===== src/rtl/cfcl_pkg.sv =====
// Shared types, constants and helpers of the CAN frame CSV logger.
// No dependencies.
package cfcl_pkg;

  localparam int ID_W       = 29;
  localparam int TS_W       = 31;
  localparam int TS_DIGITS  = 10;
  localparam int HEX_DIGITS = 8;
  localparam int CFG_W      = 29;
  localparam int MODE_W     = 5;
  localparam int CFG_IDX_W  = 3;
  localparam int DLC_W      = 4;
  localparam int PAYLOAD_W  = 64;
  localparam int CHAR_W     = 8;
  localparam int STD_ID_W   = 11;

  localparam int MODE_LOG_STD  = 0;
  localparam int MODE_LOG_EXT  = 1;
  localparam int MODE_TS       = 2;
  localparam int MODE_START_EN = 3;
  localparam int MODE_STOP_EN  = 4;

  localparam logic [MODE_W-1:0] MODE_RESET = 5'd7;

  localparam logic [CHAR_W-1:0] CH_COMMA = 8'h2C;
  localparam logic [CHAR_W-1:0] CH_CR    = 8'h0D;
  localparam logic [CHAR_W-1:0] CH_LF    = 8'h0A;

  typedef enum logic [CFG_IDX_W-1:0] {
    REG_MODE        = 3'd0,
    REG_ACC_MASK    = 3'd1,
    REG_ACC_VALUE   = 3'd2,
    REG_START_MASK  = 3'd3,
    REG_START_VALUE = 3'd4,
    REG_STOP_MASK   = 3'd5,
    REG_STOP_VALUE  = 3'd6
  } cfg_reg_t;

  typedef struct packed {
    logic            ts_on;
    logic [TS_W-1:0] ts;
    logic [ID_W-1:0] id;
  } fmt_job_t;

  function automatic logic [CHAR_W-1:0] hex_char(input logic [3:0] d);
    if (d < 4'd10) begin
      return 8'h30 + {4'h0, d};
    end
    return 8'h37 + {4'h0, d};
  endfunction

endpackage


===== src/rtl/cfcl_bcd.sv =====
// Bit-serial binary to BCD converter (shift and add-3), one input bit per cycle.
// Depends on cfcl_pkg.
module cfcl_bcd (
  input  logic                                 clk,
  input  logic                                 rst,
  input  logic                                 start,
  input  logic [cfcl_pkg::TS_W-1:0]            value,
  output logic [4*cfcl_pkg::TS_DIGITS-1:0]     digits,
  output logic                                 done
);
  import cfcl_pkg::*;

  localparam int CNT_W = $clog2(TS_W);
  localparam int BCD_W = 4 * TS_DIGITS;

  logic [TS_W-1:0]  bin;
  logic [BCD_W-1:0] bcd;
  logic [BCD_W-1:0] adj;
  logic [CNT_W-1:0] cnt;
  logic             run;

  always_comb begin
    for (int i = 0; i < TS_DIGITS; i++) begin
      adj[4*i +: 4] = (bcd[4*i +: 4] >= 4'd5) ? bcd[4*i +: 4] + 4'd3 : bcd[4*i +: 4];
    end
  end

  always_ff @(posedge clk) begin
    if (rst) begin
      run  <= 1'b0;
      done <= 1'b0;
      cnt  <= '0;
    end else begin
      done <= 1'b0;
      if (start) begin
        run <= 1'b1;
        cnt <= '0;
      end else if (run) begin
        cnt <= cnt + CNT_W'(1);
        if (cnt == CNT_W'(TS_W - 1)) begin
          run  <= 1'b0;
          done <= 1'b1;
        end
      end
    end
  end

  always_ff @(posedge clk) begin
    if (start) begin
      bin <= value;
      bcd <= '0;
    end else if (run) begin
      bcd <= {adj[BCD_W-2:0], bin[TS_W-1]};
      bin <= bin << 1;
    end
  end

  assign digits = bcd;

endmodule


===== src/rtl/cfcl_fmt.sv =====
// CSV line sequencer: one character per cycle from digit shift registers while adv is set.
// Depends on cfcl_pkg and cfcl_bcd.
module cfcl_fmt #(
  parameter  int MAXB = 8,
  localparam int BC_W = $clog2(MAXB + 1)
) (
  input  logic                          clk,
  input  logic                          rst,
  input  logic                          start,
  input  cfcl_pkg::fmt_job_t            job,
  input  logic [BC_W-1:0]               nbytes,
  input  logic [8*MAXB-1:0]             data,
  input  logic                          adv,
  output logic                          chr_valid,
  output logic [cfcl_pkg::CHAR_W-1:0]   chr,
  output logic                          chr_last,
  output logic                          busy
);
  import cfcl_pkg::*;

  localparam int CNT_W = $clog2(TS_DIGITS);
  localparam int DSR_W = 4 * TS_DIGITS;
  localparam int HSR_W = 4 * HEX_DIGITS;

  typedef enum logic [9:0] {
    S_IDLE  = 10'b00_0000_0001,
    S_CONV  = 10'b00_0000_0010,
    S_TS    = 10'b00_0000_0100,
    S_TCOM  = 10'b00_0000_1000,
    S_HEXID = 10'b00_0001_0000,
    S_BCOM  = 10'b00_0010_0000,
    S_BHI   = 10'b00_0100_0000,
    S_BLO   = 10'b00_1000_0000,
    S_CR    = 10'b01_0000_0000,
    S_LF    = 10'b10_0000_0000
  } fmt_state_t;

  fmt_state_t        state, state_next;
  logic [DSR_W-1:0]  dsr, dsr_next;
  logic [HSR_W-1:0]  hsr, hsr_next;
  logic [8*MAXB-1:0] data_sr, data_next;
  logic [BC_W-1:0]   left, left_next;
  logic [CNT_W-1:0]  cnt, cnt_next;
  logic              started, started_next;

  logic [DSR_W-1:0]  bcd_digits;
  logic              bcd_done;
  logic [3:0]        ts_dig, id_dig;
  logic              ts_emit, id_emit;

  cfcl_bcd u_bcd (
    .clk    (clk),
    .rst    (rst),
    .start  (start && job.ts_on),
    .value  (job.ts),
    .digits (bcd_digits),
    .done   (bcd_done)
  );

  assign ts_dig  = dsr[DSR_W-1 -: 4];
  assign id_dig  = hsr[HSR_W-1 -: 4];
  // leading zeros dropped, last digit always printed
  assign ts_emit = (ts_dig != 4'd0) || started || (cnt == CNT_W'(TS_DIGITS - 1));
  assign id_emit = (id_dig != 4'd0) || started || (cnt == CNT_W'(HEX_DIGITS - 1));

  always_comb begin
    state_next   = state;
    dsr_next     = dsr;
    hsr_next     = hsr;
    data_next    = data_sr;
    left_next    = left;
    cnt_next     = cnt;
    started_next = started;
    chr_valid    = 1'b0;
    chr          = CH_CR;
    chr_last     = 1'b0;
    case (state)
      S_IDLE: begin
        if (start) begin
          hsr_next     = HSR_W'(job.id);
          data_next    = data;
          left_next    = nbytes;
          cnt_next     = '0;
          started_next = 1'b0;
          state_next   = job.ts_on ? S_CONV : S_HEXID;
        end
      end
      S_CONV: begin
        if (bcd_done) begin
          dsr_next   = bcd_digits;
          state_next = S_TS;
        end
      end
      S_TS: begin
        chr_valid = ts_emit;
        chr       = hex_char(ts_dig);
        if (!ts_emit || adv) begin
          dsr_next     = dsr << 4;
          cnt_next     = cnt + CNT_W'(1);
          started_next = started | ts_emit;
          if (cnt == CNT_W'(TS_DIGITS - 1)) begin
            cnt_next     = '0;
            started_next = 1'b0;
            state_next   = S_TCOM;
          end
        end
      end
      S_TCOM: begin
        chr_valid = 1'b1;
        chr       = CH_COMMA;
        if (adv) begin
          state_next = S_HEXID;
        end
      end
      S_HEXID: begin
        chr_valid = id_emit;
        chr       = hex_char(id_dig);
        if (!id_emit || adv) begin
          hsr_next     = hsr << 4;
          cnt_next     = cnt + CNT_W'(1);
          started_next = started | id_emit;
          if (cnt == CNT_W'(HEX_DIGITS - 1)) begin
            cnt_next     = '0;
            started_next = 1'b0;
            state_next   = (left != '0) ? S_BCOM : S_CR;
          end
        end
      end
      S_BCOM: begin
        chr_valid = 1'b1;
        chr       = CH_COMMA;
        if (adv) begin
          state_next = S_BHI;
        end
      end
      S_BHI: begin
        chr_valid = 1'b1;
        chr       = hex_char(data_sr[7:4]);
        if (adv) begin
          state_next = S_BLO;
        end
      end
      S_BLO: begin
        chr_valid = 1'b1;
        chr       = hex_char(data_sr[3:0]);
        if (adv) begin
          data_next  = data_sr >> 8;
          left_next  = left - BC_W'(1);
          state_next = (left == BC_W'(1)) ? S_CR : S_BCOM;
        end
      end
      S_CR: begin
        chr_valid = 1'b1;
        chr       = CH_CR;
        if (adv) begin
          state_next = S_LF;
        end
      end
      S_LF: begin
        chr_valid = 1'b1;
        chr       = CH_LF;
        chr_last  = 1'b1;
        if (adv) begin
          state_next = S_IDLE;
        end
      end
      default: begin
        state_next = S_IDLE;
      end
    endcase
  end

  always_ff @(posedge clk) begin
    if (rst) begin
      state   <= S_IDLE;
      cnt     <= '0;
      started <= 1'b0;
    end else begin
      state   <= state_next;
      cnt     <= cnt_next;
      started <= started_next;
    end
  end

  always_ff @(posedge clk) begin
    dsr     <= dsr_next;
    hsr     <= hsr_next;
    data_sr <= data_next;
    left    <= left_next;
  end

  assign busy = (state != S_IDLE);

endmodule


===== src/rtl/can_frame_filter_csv_logger_unit.sv =====
// Top level of the CAN frame acceptance filter and CSV line logger.
// Depends on cfcl_pkg and cfcl_fmt.
//
//  channel   handshake             words
//  in        in_valid / in_stall   action, extended, frame_id, byte_count, payload, time_stamp
//  out       out_valid / out_stall text_char, line_end, logging_on (one char per word)
//  cfg       cfg_wr_en             cfg_index, cfg_data
//
// A toggle, a dropped frame or a start frame never engages the line sequencer.
// A logged line runs the bit-serial decimal conversion first if timestamps are on,
// then gives one character per cycle out of the digit shift registers while the
// output is not stalled. Leading zeros are shifted out but not emitted.
// Reset: synchronous; not logging, mode 7, masks and values 0.
// Output stall holds the current char and pauses the sequencer.
module can_frame_filter_csv_logger_unit #(
  parameter int MAX_DATA_BYTES = 8
) (
  input  logic                              clk,
  input  logic                              rst,
  input  logic                              in_valid,
  output logic                              in_stall,
  input  logic                              action,
  input  logic                              extended,
  input  logic [cfcl_pkg::ID_W-1:0]         frame_id,
  input  logic [cfcl_pkg::DLC_W-1:0]        byte_count,
  input  logic [cfcl_pkg::PAYLOAD_W-1:0]    payload,
  input  logic [cfcl_pkg::TS_W-1:0]         time_stamp,
  output logic                              out_valid,
  input  logic                              out_stall,
  output logic [cfcl_pkg::CHAR_W-1:0]       text_char,
  output logic                              line_end,
  output logic                              logging_on,
  input  logic                              cfg_wr_en,
  input  logic [cfcl_pkg::CFG_IDX_W-1:0]    cfg_index,
  input  logic [cfcl_pkg::CFG_W-1:0]        cfg_data
);
  import cfcl_pkg::*;

  localparam int BC_W = $clog2(MAX_DATA_BYTES + 1);

  logic [MODE_W-1:0] mode_flags;
  logic [ID_W-1:0]   accept_mask, accept_value;
  logic [ID_W-1:0]   start_mask, start_value;
  logic [ID_W-1:0]   stop_mask, stop_value;
  logic              logging_active;

  logic [ID_W-1:0]   id_eff;
  logic [BC_W-1:0]   dlc_sat;
  logic              in_acc, start_hit, kind_ok, pass, stop_hit, fmt_start;
  logic              out_free;
  fmt_job_t          job;

  logic                  fmt_busy, chr_valid, chr_last;
  logic [CHAR_W-1:0]     chr;

  always_ff @(posedge clk) begin
    if (rst) begin
      mode_flags   <= MODE_RESET;
      accept_mask  <= '0;
      accept_value <= '0;
      start_mask   <= '0;
      start_value  <= '0;
      stop_mask    <= '0;
      stop_value   <= '0;
    end else if (cfg_wr_en) begin
      case (cfg_reg_t'(cfg_index))
        REG_MODE:        mode_flags   <= cfg_data[MODE_W-1:0];
        REG_ACC_MASK:    accept_mask  <= cfg_data[ID_W-1:0];
        REG_ACC_VALUE:   accept_value <= cfg_data[ID_W-1:0];
        REG_START_MASK:  start_mask   <= cfg_data[ID_W-1:0];
        REG_START_VALUE: start_value  <= cfg_data[ID_W-1:0];
        REG_STOP_MASK:   stop_mask    <= cfg_data[ID_W-1:0];
        REG_STOP_VALUE:  stop_value   <= cfg_data[ID_W-1:0];
        default: begin
        end
      endcase
    end
  end

  assign in_stall = fmt_busy;
  assign in_acc   = in_valid && !in_stall;

  assign id_eff  = extended ? frame_id : ID_W'(frame_id[STD_ID_W-1:0]);
  assign dlc_sat = (byte_count > DLC_W'(MAX_DATA_BYTES)) ? BC_W'(MAX_DATA_BYTES)
                                                          : byte_count[BC_W-1:0];

  assign start_hit = mode_flags[MODE_START_EN] &&
                     ((id_eff & start_mask) == (start_value & start_mask));
  assign kind_ok   = extended ? mode_flags[MODE_LOG_EXT] : mode_flags[MODE_LOG_STD];
  assign pass      = kind_ok && ((id_eff & accept_mask) == (accept_value & accept_mask));
  assign stop_hit  = mode_flags[MODE_STOP_EN] &&
                     ((id_eff & stop_mask) == (stop_value & stop_mask));

  assign fmt_start = in_acc && !action && logging_active && pass;

  always_ff @(posedge clk) begin
    if (rst) begin
      logging_active <= 1'b0;
    end else if (in_acc) begin
      if (action) begin
        logging_active <= !logging_active;
      end else if (!logging_active) begin
        if (start_hit) begin
          logging_active <= 1'b1;
        end
      end else if (pass && stop_hit) begin
        logging_active <= 1'b0;
      end
    end
  end

  assign job.ts_on = mode_flags[MODE_TS];
  assign job.ts    = time_stamp;
  assign job.id    = id_eff;

  cfcl_fmt #(
    .MAXB (MAX_DATA_BYTES)
  ) u_fmt (
    .clk       (clk),
    .rst       (rst),
    .start     (fmt_start),
    .job       (job),
    .nbytes    (dlc_sat),
    .data      (payload[8*MAX_DATA_BYTES-1:0]),
    .adv       (out_free),
    .chr_valid (chr_valid),
    .chr       (chr),
    .chr_last  (chr_last),
    .busy      (fmt_busy)
  );

  assign out_free = !out_valid || !out_stall;

  always_ff @(posedge clk) begin
    if (rst) begin
      out_valid <= 1'b0;
    end else if (chr_valid && out_free) begin
      out_valid <= 1'b1;
    end else if (!out_stall) begin
      out_valid <= 1'b0;
    end
  end

  // no accept while a line is in flight, so logging_active is the post-frame state
  always_ff @(posedge clk) begin
    if (chr_valid && out_free) begin
      text_char  <= chr;
      line_end   <= chr_last;
      logging_on <= logging_active;
    end
  end

endmodule


===== config.mk =====
export PLATFORM = sky130hd
export DESIGN_NAME = can_frame_filter_csv_logger_unit
export DESIGN_NICKNAME = d
export VERILOG_FILES = /design/src/rtl/cfcl_pkg.sv /design/src/rtl/cfcl_bcd.sv /design/src/rtl/cfcl_fmt.sv /design/src/rtl/can_frame_filter_csv_logger_unit.sv
export SDC_FILE = /design/constraint.sdc
export NUM_CORES = 1
export LEC_CHECK = 0
export ABC_AREA = 1
export BUFFER_PORTS_ARGS = -buffer_cell sky130_fd_sc_hd__buf_2
export CAP_MARGIN = 20
export CORE_MARGIN = 1
export CORE_UTILIZATION = 49
export DETAILED_ROUTE_END_ITERATION = 8
export GPL_TIMING_DRIVEN = 0
export PLACE_DENSITY = 0.75
export SYNTH_ARGS = -nofsm -noshare
export SYNTH_HDL_FRONTEND = slang
export SYNTH_SLANG_ARGS = --single-unit

===== constraint.sdc =====
create_clock -name clk -period 6.16 [get_ports clk]
set_input_delay 0.616 -clock clk [delete_from_list [all_inputs] [get_ports clk]]
set_output_delay 0.616 -clock clk [all_outputs]
set_load 0.01 [all_outputs]

## After elaboration in Yosys (flattened, before gate mapping)

Index checks and enable logic that the tools add are counted.

| word-level totals | value |
|---|---|
| register bits after elaboration | 424 |
| latch bits | 0 |
| RAM bits | 0 |
| bits in read-only memories | 0 |
| input port bits | 167 |
| memories kept | 0 |

| cells by class | value |
|---|---|
| add/subtract/negate cells | 21 |
| multipliers | 0 |
| divide/modulo/power cells | 0 |
| $lt $le $gt $ge | 15 |
| equality and inequality tests | 37 |
| shift operators | 0 |
| mux-type cells | 84 |
| bitwise operators | 9 |
| reduce and logical (&&, ||, !) cells | 49 |

Operators by type and width:

| cell | number |
|---|---|
| 29-bit bitwise AND | 6 |
| 64-bit two-way mux | 2 |
| 64-bit one-hot mux with 2 select lines | 1 |
| 10-bit two-way mux | 12 |
| 10-bit one-hot mux with 10 select lines | 1 |
| 29-bit == test | 3 |
| 40-bit two-way mux | 2 |
| 40-bit one-hot mux with 2 select lines | 1 |
| 4-bit two-way mux | 17 |
| 32-bit two-way mux | 2 |
| 8-bit two-way mux | 8 |
| 32-bit one-hot mux with 2 select lines | 1 |
| 31-bit two-way mux | 2 |
| 6-bit by 4-bit adder with 7-bit output (first input constant) | 8 |
| 8-bit one-hot mux with 6 select lines | 1 |
| 4-bit by 3-bit >= comparator with 1-bit output (second input constant) | 10 |
| 4-bit by 2-bit adder with 4-bit output (second input constant) | 9 |
| 29-bit two-way mux | 1 |
| 1-bit two-way mux | 25 |
| 9-bit two-way mux | 2 |
| 4-bit < comparator (second input constant) | 4 |
| 2-bit inequality test (second input constant) | 7 |
| 2-bit AND reduction | 7 |
| 2-bit by 1-bit inequality test with 1-bit output (second input constant) | 6 |
| 43 further kinds | 77 |

## Longest topological paths before layout

Gate-level depths: netlist (run 1).

| depth | value |
|---|---|
| depth after elaboration | 8 |
| gate-level depth with buffers | 16 |
| mapped depth without buffers | 14 |

## By module

From an unflattened synthesis (run 1), not the netlist that was laid out.

| second synthesis, totals | value |
|---|---|
| cells, all modules | 2638 |
| area, all modules | 20155.6 um^2 |

Modules (own cells, without submodules):

| module | times used | cells each | area an instance (um^2) |
|---|---|---|---|
| can_frame_filter_csv_logger_unit | 1 | 1223 | 8393.0 |
| cfcl_fmt | 1 | 889 | 7748.7 |
| cfcl_bcd | 1 | 526 | 4013.8 |

## Worst setup path before layout (run 1)

Ideal clock, no wire load.

| path | value |
|---|---|
| kind | in2reg |
| from | input port extended |
| to | register u_fmt.data_sr[0] (enable) |
| setup time | 0.517 ns |
| arrival | 4.809 ns |
| setup slack | 0.834 ns |
| cell stages on the path | 11 |
| cell sequence | buf_6 > buf_8 > nand2_4 > nand2_1 > nand3_1 > nand2_1 > nor2_1 > nand2_1 > nor2_4 > nand3_2 > a21oi_1 |

| on the way | value |
|---|---|
| longest elaborated chain between the ends | 7 |

RTL lines:

| what | line | text |
|---|---|---|
| start, declared | can_frame_filter_csv_logger_unit.sv:23 | `input logic extended,` |
| 29-bit two-way mux | can_frame_filter_csv_logger_unit.sv:83 | `assign id_eff = extended ? frame_id : ID_W'(frame_id[STD_ID_W-1:0]);` |
| 29-bit bitwise AND | can_frame_filter_csv_logger_unit.sv:90 | `assign pass = kind_ok && ((id_eff & accept_mask) == (accept_value & accept_mask));` |
| 29-bit == test | can_frame_filter_csv_logger_unit.sv:90 |  |
| 1-bit logical AND * | can_frame_filter_csv_logger_unit.sv:90 |  |
| 1-bit logical AND * | can_frame_filter_csv_logger_unit.sv:94 | `assign fmt_start = in_acc && !action && logging_active && pass;` |
| 2-bit by 1-bit inequality test with 1-bit output (no source line) * | -- |  |
| 3-bit AND reduction (no source line) * | -- |  |
| end signal, assigned | cfcl_fmt.sv:188 | `data_sr <= data_next;` |
| end, declared | cfcl_fmt.sv:41 | `logic [8*MAXB-1:0] data_sr, data_next;` |

Mark *: on every way between the ends. The rest lies on a longest branch, timed or not.
A chain may end at the register's enable or synchronous reset.

## Worst setup path in the final report (run 1)

| path | value |
|---|---|
| from | input port extended |
| to | register u_fmt.u_bcd.bin[16] (enable) |

| on the way | value |
|---|---|
| longest elaborated chain between the ends | 7 |

RTL lines:

| what | line | text |
|---|---|---|
| 29-bit two-way mux | can_frame_filter_csv_logger_unit.sv:83 |  |
| 29-bit bitwise AND | can_frame_filter_csv_logger_unit.sv:90 |  |
| 29-bit == test | can_frame_filter_csv_logger_unit.sv:90 |  |
| 1-bit logical AND * | can_frame_filter_csv_logger_unit.sv:90 |  |
| 1-bit logical AND * | can_frame_filter_csv_logger_unit.sv:94 |  |
| 1-bit logical AND * | cfcl_fmt.sv:54 | `.start (start && job.ts_on),` |
| 2-bit nonzero test (no source line) * | -- |  |
| end signal, assigned | cfcl_bcd.sv:50 | `bin <= value;` |
| end signal, assigned | cfcl_bcd.sv:54 | `bin <= bin << 1;` |
| end, declared | cfcl_bcd.sv:16 | `logic [TS_W-1:0] bin;` |

Marks and branches as above.

==> metrics.txt, run 1 <==
CTS tree=built; hold depth=2; top cell type by total area after synthesis=edfxtp_1; CP required=6430 ps; die height=approximately 200 µm; DR pass1 iterations=6; RSZ-0062 raised after global routing=no; Yosys reg bits=423; Worst VDD drop=between 0.2 and 0.3 mV; Avg WL per Cell=16.0 µm; maxcap violations=0; endpoint class of the critical path=register; WHS=249 ps; nets@finish=2930; DR iter-0 viols=1435; design area=roughly 23000 µm²; Synth cell types=46; final core utilization=57.3%; Die X=about 200 µm; hold wc startpoint=rst; # IOs=~180; largest net degree at the start of global routing=33; fillers=about 3600; total die area=just over 40000 µm²; worst rel slew slack=39.3%; DP HPWL=38400 µm; share of cells above drive strength 1=10.9%; Antenna Nets Post-Route=0; slack of the critical path=3010 ps; cell count after synthesis=between 2000 and 3000; startpoint types=input pin; top post-synthesis cells by count=nand2_1 (524), nor2_1 (360), o21ai_0 (350), inv_1 (321), dfxtp_1 (243); CTS-repair resized insts=0; H-tree levels=2; Max Freq=317 MHz; RD Place Congestion=0.929; PD cells=385 nW/µm²; CORE AREA=39700 µm²; Syn-to-layout area delta=15.6%; Min-Delay Path Class=in2reg; Post-synth top flop=dfxtp_1; number of synthesized flops with an enable pin=180; port bufs=176; yosys warns=0; all-layer global routing usage=25.5%; first-pass GRT wire length=83500 µm; RR Endpoint=u_fmt.u_bcd.bin[16]; Worst-Skew Late Latency=around 570 ps; final setup violation count=0; initial antenna violation count=3; outcome=completed; clock buffer depth=3; CP arrival=3420 ps; Power Total=0.00878 W; Clock Skews=12.9 ps; vias=17500; Worst Hold Path EP=u_fmt.u_bcd.run; # rows=73; mapped cell area=19700 µm²; Slew Limit Fails=0; Routed WL=around 53000 µm; Area contributors post-synth=edfxtp_1 (27%), dfxtp_1 (25%), nand2_1 (10%), o21ai_0 (8.9%), nor2_1 (6.9%); GRT Residual Overflow=0; reg2reg start=u_fmt.state[8]; starting density of the core=49.6%; dpl ws=approximately 2500 ps; most common cell in the netlist=nand2_1; fin crit period=3150 ps; clock transition at the registers of the reported paths=60 ps; CP Max Fanout=21; fraction of registers with async set/reset=0%; Slew @ Worst Pin=908 ps; CTS root buf=clkbuf_16; postcts setup bufs=0; Final period util=51.2%; Avg Cell Area, Syn=7.87 µm²; Hold-fix buffers, CTS=0; top cell type's share of synthesized area=between 20% and 30%; DRC Markers=0; Vias/cell=5.32; endpoints failing hold=0; Crit Path Class=in2reg; FF-to-FF setup slack=just over 3000 ps; Mapped Nets=roughly 2700; Seq/Total Area, Yosys=52.1%; Clock Sinks=423; LEAKAGE=between 10 and 15 nW; placed instance area=21400 µm²; vias in the first global route=16600; cells on worst reg2reg path=10; TritonCTS buffer count=45
[logic make-up (layout without fill, tap and decap cells)]
| group | Yosys count | in the layout | synth area share, % |
|---|---|---|---|
| flops | 423 | 423 | 52.1 |
| other cells | 1 | 2 | 0.0190 |
| xor+xnor | 14 | 14 | 0.622 |
| buf+inv | 437 | 696 | 8.64 |
| simple gates | 1043 | 1043 | 21.6 |
| fa+ha+maj | 32 | 32 | 2.03 |
| compound gates | 554 | 554 | 14.9 |
[through the flow]
| stage | std cells | setup TNS [ps] |
|---|---|---|
| 6_report | 3289 | 0 |
| 5_1_grt | 3289 | 0 |
| 4_1_cts | 3288 | 0 |
| 3_5_place_dp | 3209 | 0 |
| 3_3_place_gp | 3205 | -47050 |
| 2_1_floorplan | 2504 | 0 |
[layout by cell type (no fill, tap or decap), types with 6 or more instances in the layout]
| master | n |
|---|---|
| nand4_1 | 19 |
| buf_1 | 6 |
| o221ai_1 | 20 |
| dfxtp_1 | 243 |
| nand3_1 | 100 |
| nand2_2 | 6 |
| o211ai_1 | 14 |
| xor2_1 | 13 |
| or2_2 | 8 |
| nor3_1 | 6 |
| clkinv_2 | 6 |
| buf_2 | 189 |
| nand2_1 | 524 |
| nand2_4 | 8 |
| edfxtp_1 | 180 |
| o21ai_0 | 350 |
| o22ai_1 | 11 |
| nor2_1 | 358 |
| clkbuf_1 | 101 |
| clkbuf_8 | 11 |
| ha_1 | 32 |
| clkbuf_16 | 46 |
| a21oi_1 | 130 |
| o21ai_1 | 13 |
| inv_1 | 321 |
[cell type report]
class | count | area, µm² | area share (%)
inverters | 326 | 1220 | 5.37
clock buffers | 73 | 1360 | 5.98
multi-input cells | 1644 | 7760 | 34.1
repair buffers | 180 | 991 | 4.35
clock inverters | 6 | 30.0 | 0.132
plain buffers | 111 | 478 | 2.10
diodes | 1 | 2.50 | 0.0110
well taps | 525 | 657 | 2.88
flip-flops and latches | 423 | 10300 | 45.1
[state kept, by name, summed over array words and instances (netlist names), 4 cells and up]
register            flops
accept_value           29
u_fmt.state            10
start_value            29
u_fmt.cnt               4
u_fmt.data_sr          64
mode_flags              5
u_fmt.u_bcd.cnt         5
u_fmt.u_bcd.bin        31
u_fmt.left              4
start_mask             29
accept_mask            29
stop_mask              29
text_char               7
u_fmt.hsr              32
u_fmt.u_bcd.digits     40
u_fmt.dsr              40
stop_value             29
[critical path, cell delays in order]
cell and delay [ps]:
buf_6 100, nand2_1 200, inv_2 190, nand2_1 80, nand2_1 60, nor2_1 40, nor2_1 170, nand2_1 90
nor2_2 230, nand4_1 390, buf_2 330, buf_2 220, nand2_1 450, buf_16 230
[power by group]
| part | switching, W | internal, W |
|---|---|---|
| combinational | 0.00154 | 0.000720 |
| sequential | 0.000241 | 0.00369 |
| clock | 0.00109 | 0.00150 |
[per-layer routing]
layer	vias to the layer above	global-route usage, %	routed length [µm]
li1	8598	-	-
met1	8085	34.5	22500
met2	669	40.9	24400
met3	128	3.55	3910
met4	2	11.2	1940
met5	-	0	10
[worst max-delay path by stage]
stage | from | slack, ps | cells past startpoint | end
2_1_floorplan | extended | 830 | 11 | u_fmt.data_sr[0]
3_3_place_gp | extended | -690 | 11 | u_fmt.data_sr[16]
3_5_place_dp | extended | 2480 | 14 | u_fmt.u_bcd.bin[16]
4_1_cts | u_fmt.state[8] | 3060 | 10 | u_fmt.u_bcd.bin[15]
5_1_grt | u_fmt.state[0] | 2830 | 9 | u_fmt.data_sr[19]
6_report | extended | 3010 | 14 | u_fmt.u_bcd.bin[16]
No activity file was read; power rests on OpenSTA's default activity.
==> run 2: changes to the inputs <==
==> constraint.sdc (replaced) <==
create_clock -name clk -period 3.1 [get_ports clk]
set_input_delay 0.31 -clock clk [delete_from_list [all_inputs] [get_ports clk]]
set_output_delay 0.31 -clock clk [all_outputs]
set_load 0.01 [all_outputs]
==> run 2 against run 1 <==
  * Register-to-register slack worse by 2800 ps
  * Clock-buffer cell count fell by 7
  * Power grew 110%
  * Flip-flop and latch count is the same
  * Core utilization is 0.57 points higher
  * Largest cell class unchanged
  * Largest power group unchanged
==> metrics.txt, run 2 (synthesis results as in run 1) <==
outcome=completed; CP required=3380 ps (-3050 ps); # rows=73 (unchanged); total die area=41000 µm² (unchanged); CP Max Fanout=17 (-19%); GRT Residual Overflow=0 (unchanged); PD cells=783 nW/µm² (+100%); DR iter-0 viols=1598 (+11%); nets@finish=2936 (+0.20%); die height=203 µm (unchanged); maxcap violations=0 (unchanged); Final period util=between 90% and 100%; vias=17600 (+0.89%); endpoints failing hold=0 (unchanged); Min-Delay Path Class=in2reg; Syn-to-layout area delta=16.7%; clock buffer depth=3 (unchanged); worst rel slew slack=39.2% (-0.081 points); largest net degree at the start of global routing=33 (unchanged); # IOs=179 (unchanged); FF-to-FF setup slack=290 ps (-2760 ps); cells on worst reg2reg path=10 (unchanged); Worst-Skew Late Latency=570 ps (about the same); LEAKAGE=10.2 nW (+0.94%); hold wc startpoint=payload[6]; Antenna Nets Post-Route=0 (unchanged); RD Place Congestion=0.929 (about the same); first-pass GRT wire length=84300 µm (+0.98%); DR pass1 iterations=8 (+2); Clock Skews=19.0 ps (+6.11 ps); Max Freq=~360 MHz; Crit Path Class=reg2reg; DRC Markers=0 (unchanged); WHS=20.3 ps (-229 ps); reg2reg start=u_fmt.state[8]; RR Endpoint=u_fmt.u_bcd.bin[17]; starting density of the core=49.6% (unchanged); design area=23000 µm² (+1.0%); final setup TNS=0 ps (unchanged); Vias/cell=5.34 (+0.56%); most frequent cells in the layout=nand2_1 (523), nor2_1 (358), o21ai_0 (350); most common cell after layout, fill and taps aside=nand2_1; RSZ-0062 raised after global routing=no; CTS tree=built; CORE AREA=39700 µm² (unchanged); hold depth=3 (+1); vias in the first global route=16800 (+1.6%); Worst Hold Path EP=u_fmt.data_sr[6]; final setup violation count=0 (unchanged); TritonCTS buffer count=45 (unchanged); H-tree levels=2 (unchanged); placed instance area=21400 µm² (unchanged); endpoint class of the critical path=register; Routed WL=52300 µm (-0.85%); final cell count without fillers=3300 (+0.33%); Top reg by flops=u_fmt.data_sr; CP arrival=3090 ps (-330 ps); startpoint types=register; Slew Limit Fails=0 (unchanged); all-layer global routing usage=25.5% (about the same); share of cells above drive strength 1=11.0% (+0.10 points); Die X=203 µm (unchanged); Power Total=0.0180 W (+110%); clock transition at the registers of the reported paths=60 ps (about the same); initial antenna violation count=1 (-2); DP HPWL=38200 µm (-0.66%); Slew @ Worst Pin=910 ps (+1.08 ps); Clock Sinks=423 (unchanged); CTS root buf=clkbuf_16; Worst VDD drop=0.584 mV (+130%); max reg flops=64 (unchanged); Avg WL per Cell=15.8 µm (-1.2%); fin crit period=about 2800 ps; Placed Cells=3209 (unchanged); port bufs=176 (unchanged)
==> run 2: changes by cell type in the layout (fill, tap and decap cells not counted), sizes merged <==
| cell | previous run | this run |
|---|---|---|
| clkinv | 7 | 13 |
| dlygate4sd3 | 0 | 4 |
| inv | 325 | 326 |
| buf | 206 | 208 |
| clkbuf | 158 | 151 |
| bufinv | 0 | 5 |
==> run 2: layout make-up <==
class	instances	area, µm²
Inverter	326	1220
Tap cell	525	657
Buffer	111	478
Fill cell	3491	16700
Sequential cell	423	10300
Multi-Input combinational cell	1644	7770
Clock inverter	18	214
Timing Repair Buffer	186	1070
Clock buffer	66	1320
Antenna cell	1	2.50
==> run 2: metrics by stage <==
step                      utilization [%]  worst slack (ps)
after floorplan                         -               267
after global placement               53.5              -599
after detailed placement             53.8              -296
after CTS                            57.8               133
after global routing                 57.9               117
final                                57.9               293
==> run 2: worst max-delay path, cell delays in order, from the launching register on <==
cell and delay, ps:
dfxtp_1 360, nor2_4 260, inv_2 90, nor3_2 180, nand3_1 130, nor2_1 180, nand4_1 340, buf_2 310
buf_2 240, nand2_4 240, buf_16 190
==> run 2: repair_timing <==
action                                  in CTS  in global routing
hold buffers                                 4                  0
resized for setup                            1                  1
endpoints found under the setup margin      17                 69
gates cloned                                 0                  0
buffers inserted                             0                  2
hold endpoints to repair                     4                  0
==> run 2: routing by layer <==
| layer | up-vias | routed length [µm] | track usage (%) | share of wire, % |
|---|---|---|---|---|
| li1 | 8626 | - | - | - |
| met1 | 8192 | 22500 | 34.4 | 43 |
| met2 | 694 | 24200 | 41.3 | 46 |
| met3 | 126 | 3870 | 3.92 | 7.4 |
| met4 | 0 | 1740 | 9.96 | 3.3 |
| met5 | - | 0 | 0 | 0 |
==> run 2: worst max path at each step <==
stage	startpoint	to	slack [ps]	depth (start not counted)
after global placement	u_fmt.state[1]	u_fmt.data_sr[16]	-600	8
after detailed placement	extended	u_fmt.u_bcd.bin[16]	-300	12
after global routing	u_fmt.state[8]	u_fmt.u_bcd.bin[23]	120	10
after floorplan	extended	u_fmt.data_sr[0]	270	11
after CTS	u_fmt.state[8]	u_fmt.u_bcd.bin[16]	130	10
final	u_fmt.state[8]	u_fmt.u_bcd.bin[17]	290	10
==> run 2: power breakdown <==
| group | switching, W | internal, W | total, W |
|---|---|---|---|
| sequential | 0.000470 | 0.00732 | 0.00779 |
| clock | 0.00222 | 0.00336 | 0.00559 |
| combinational | 0.00307 | 0.00156 | 0.00463 |
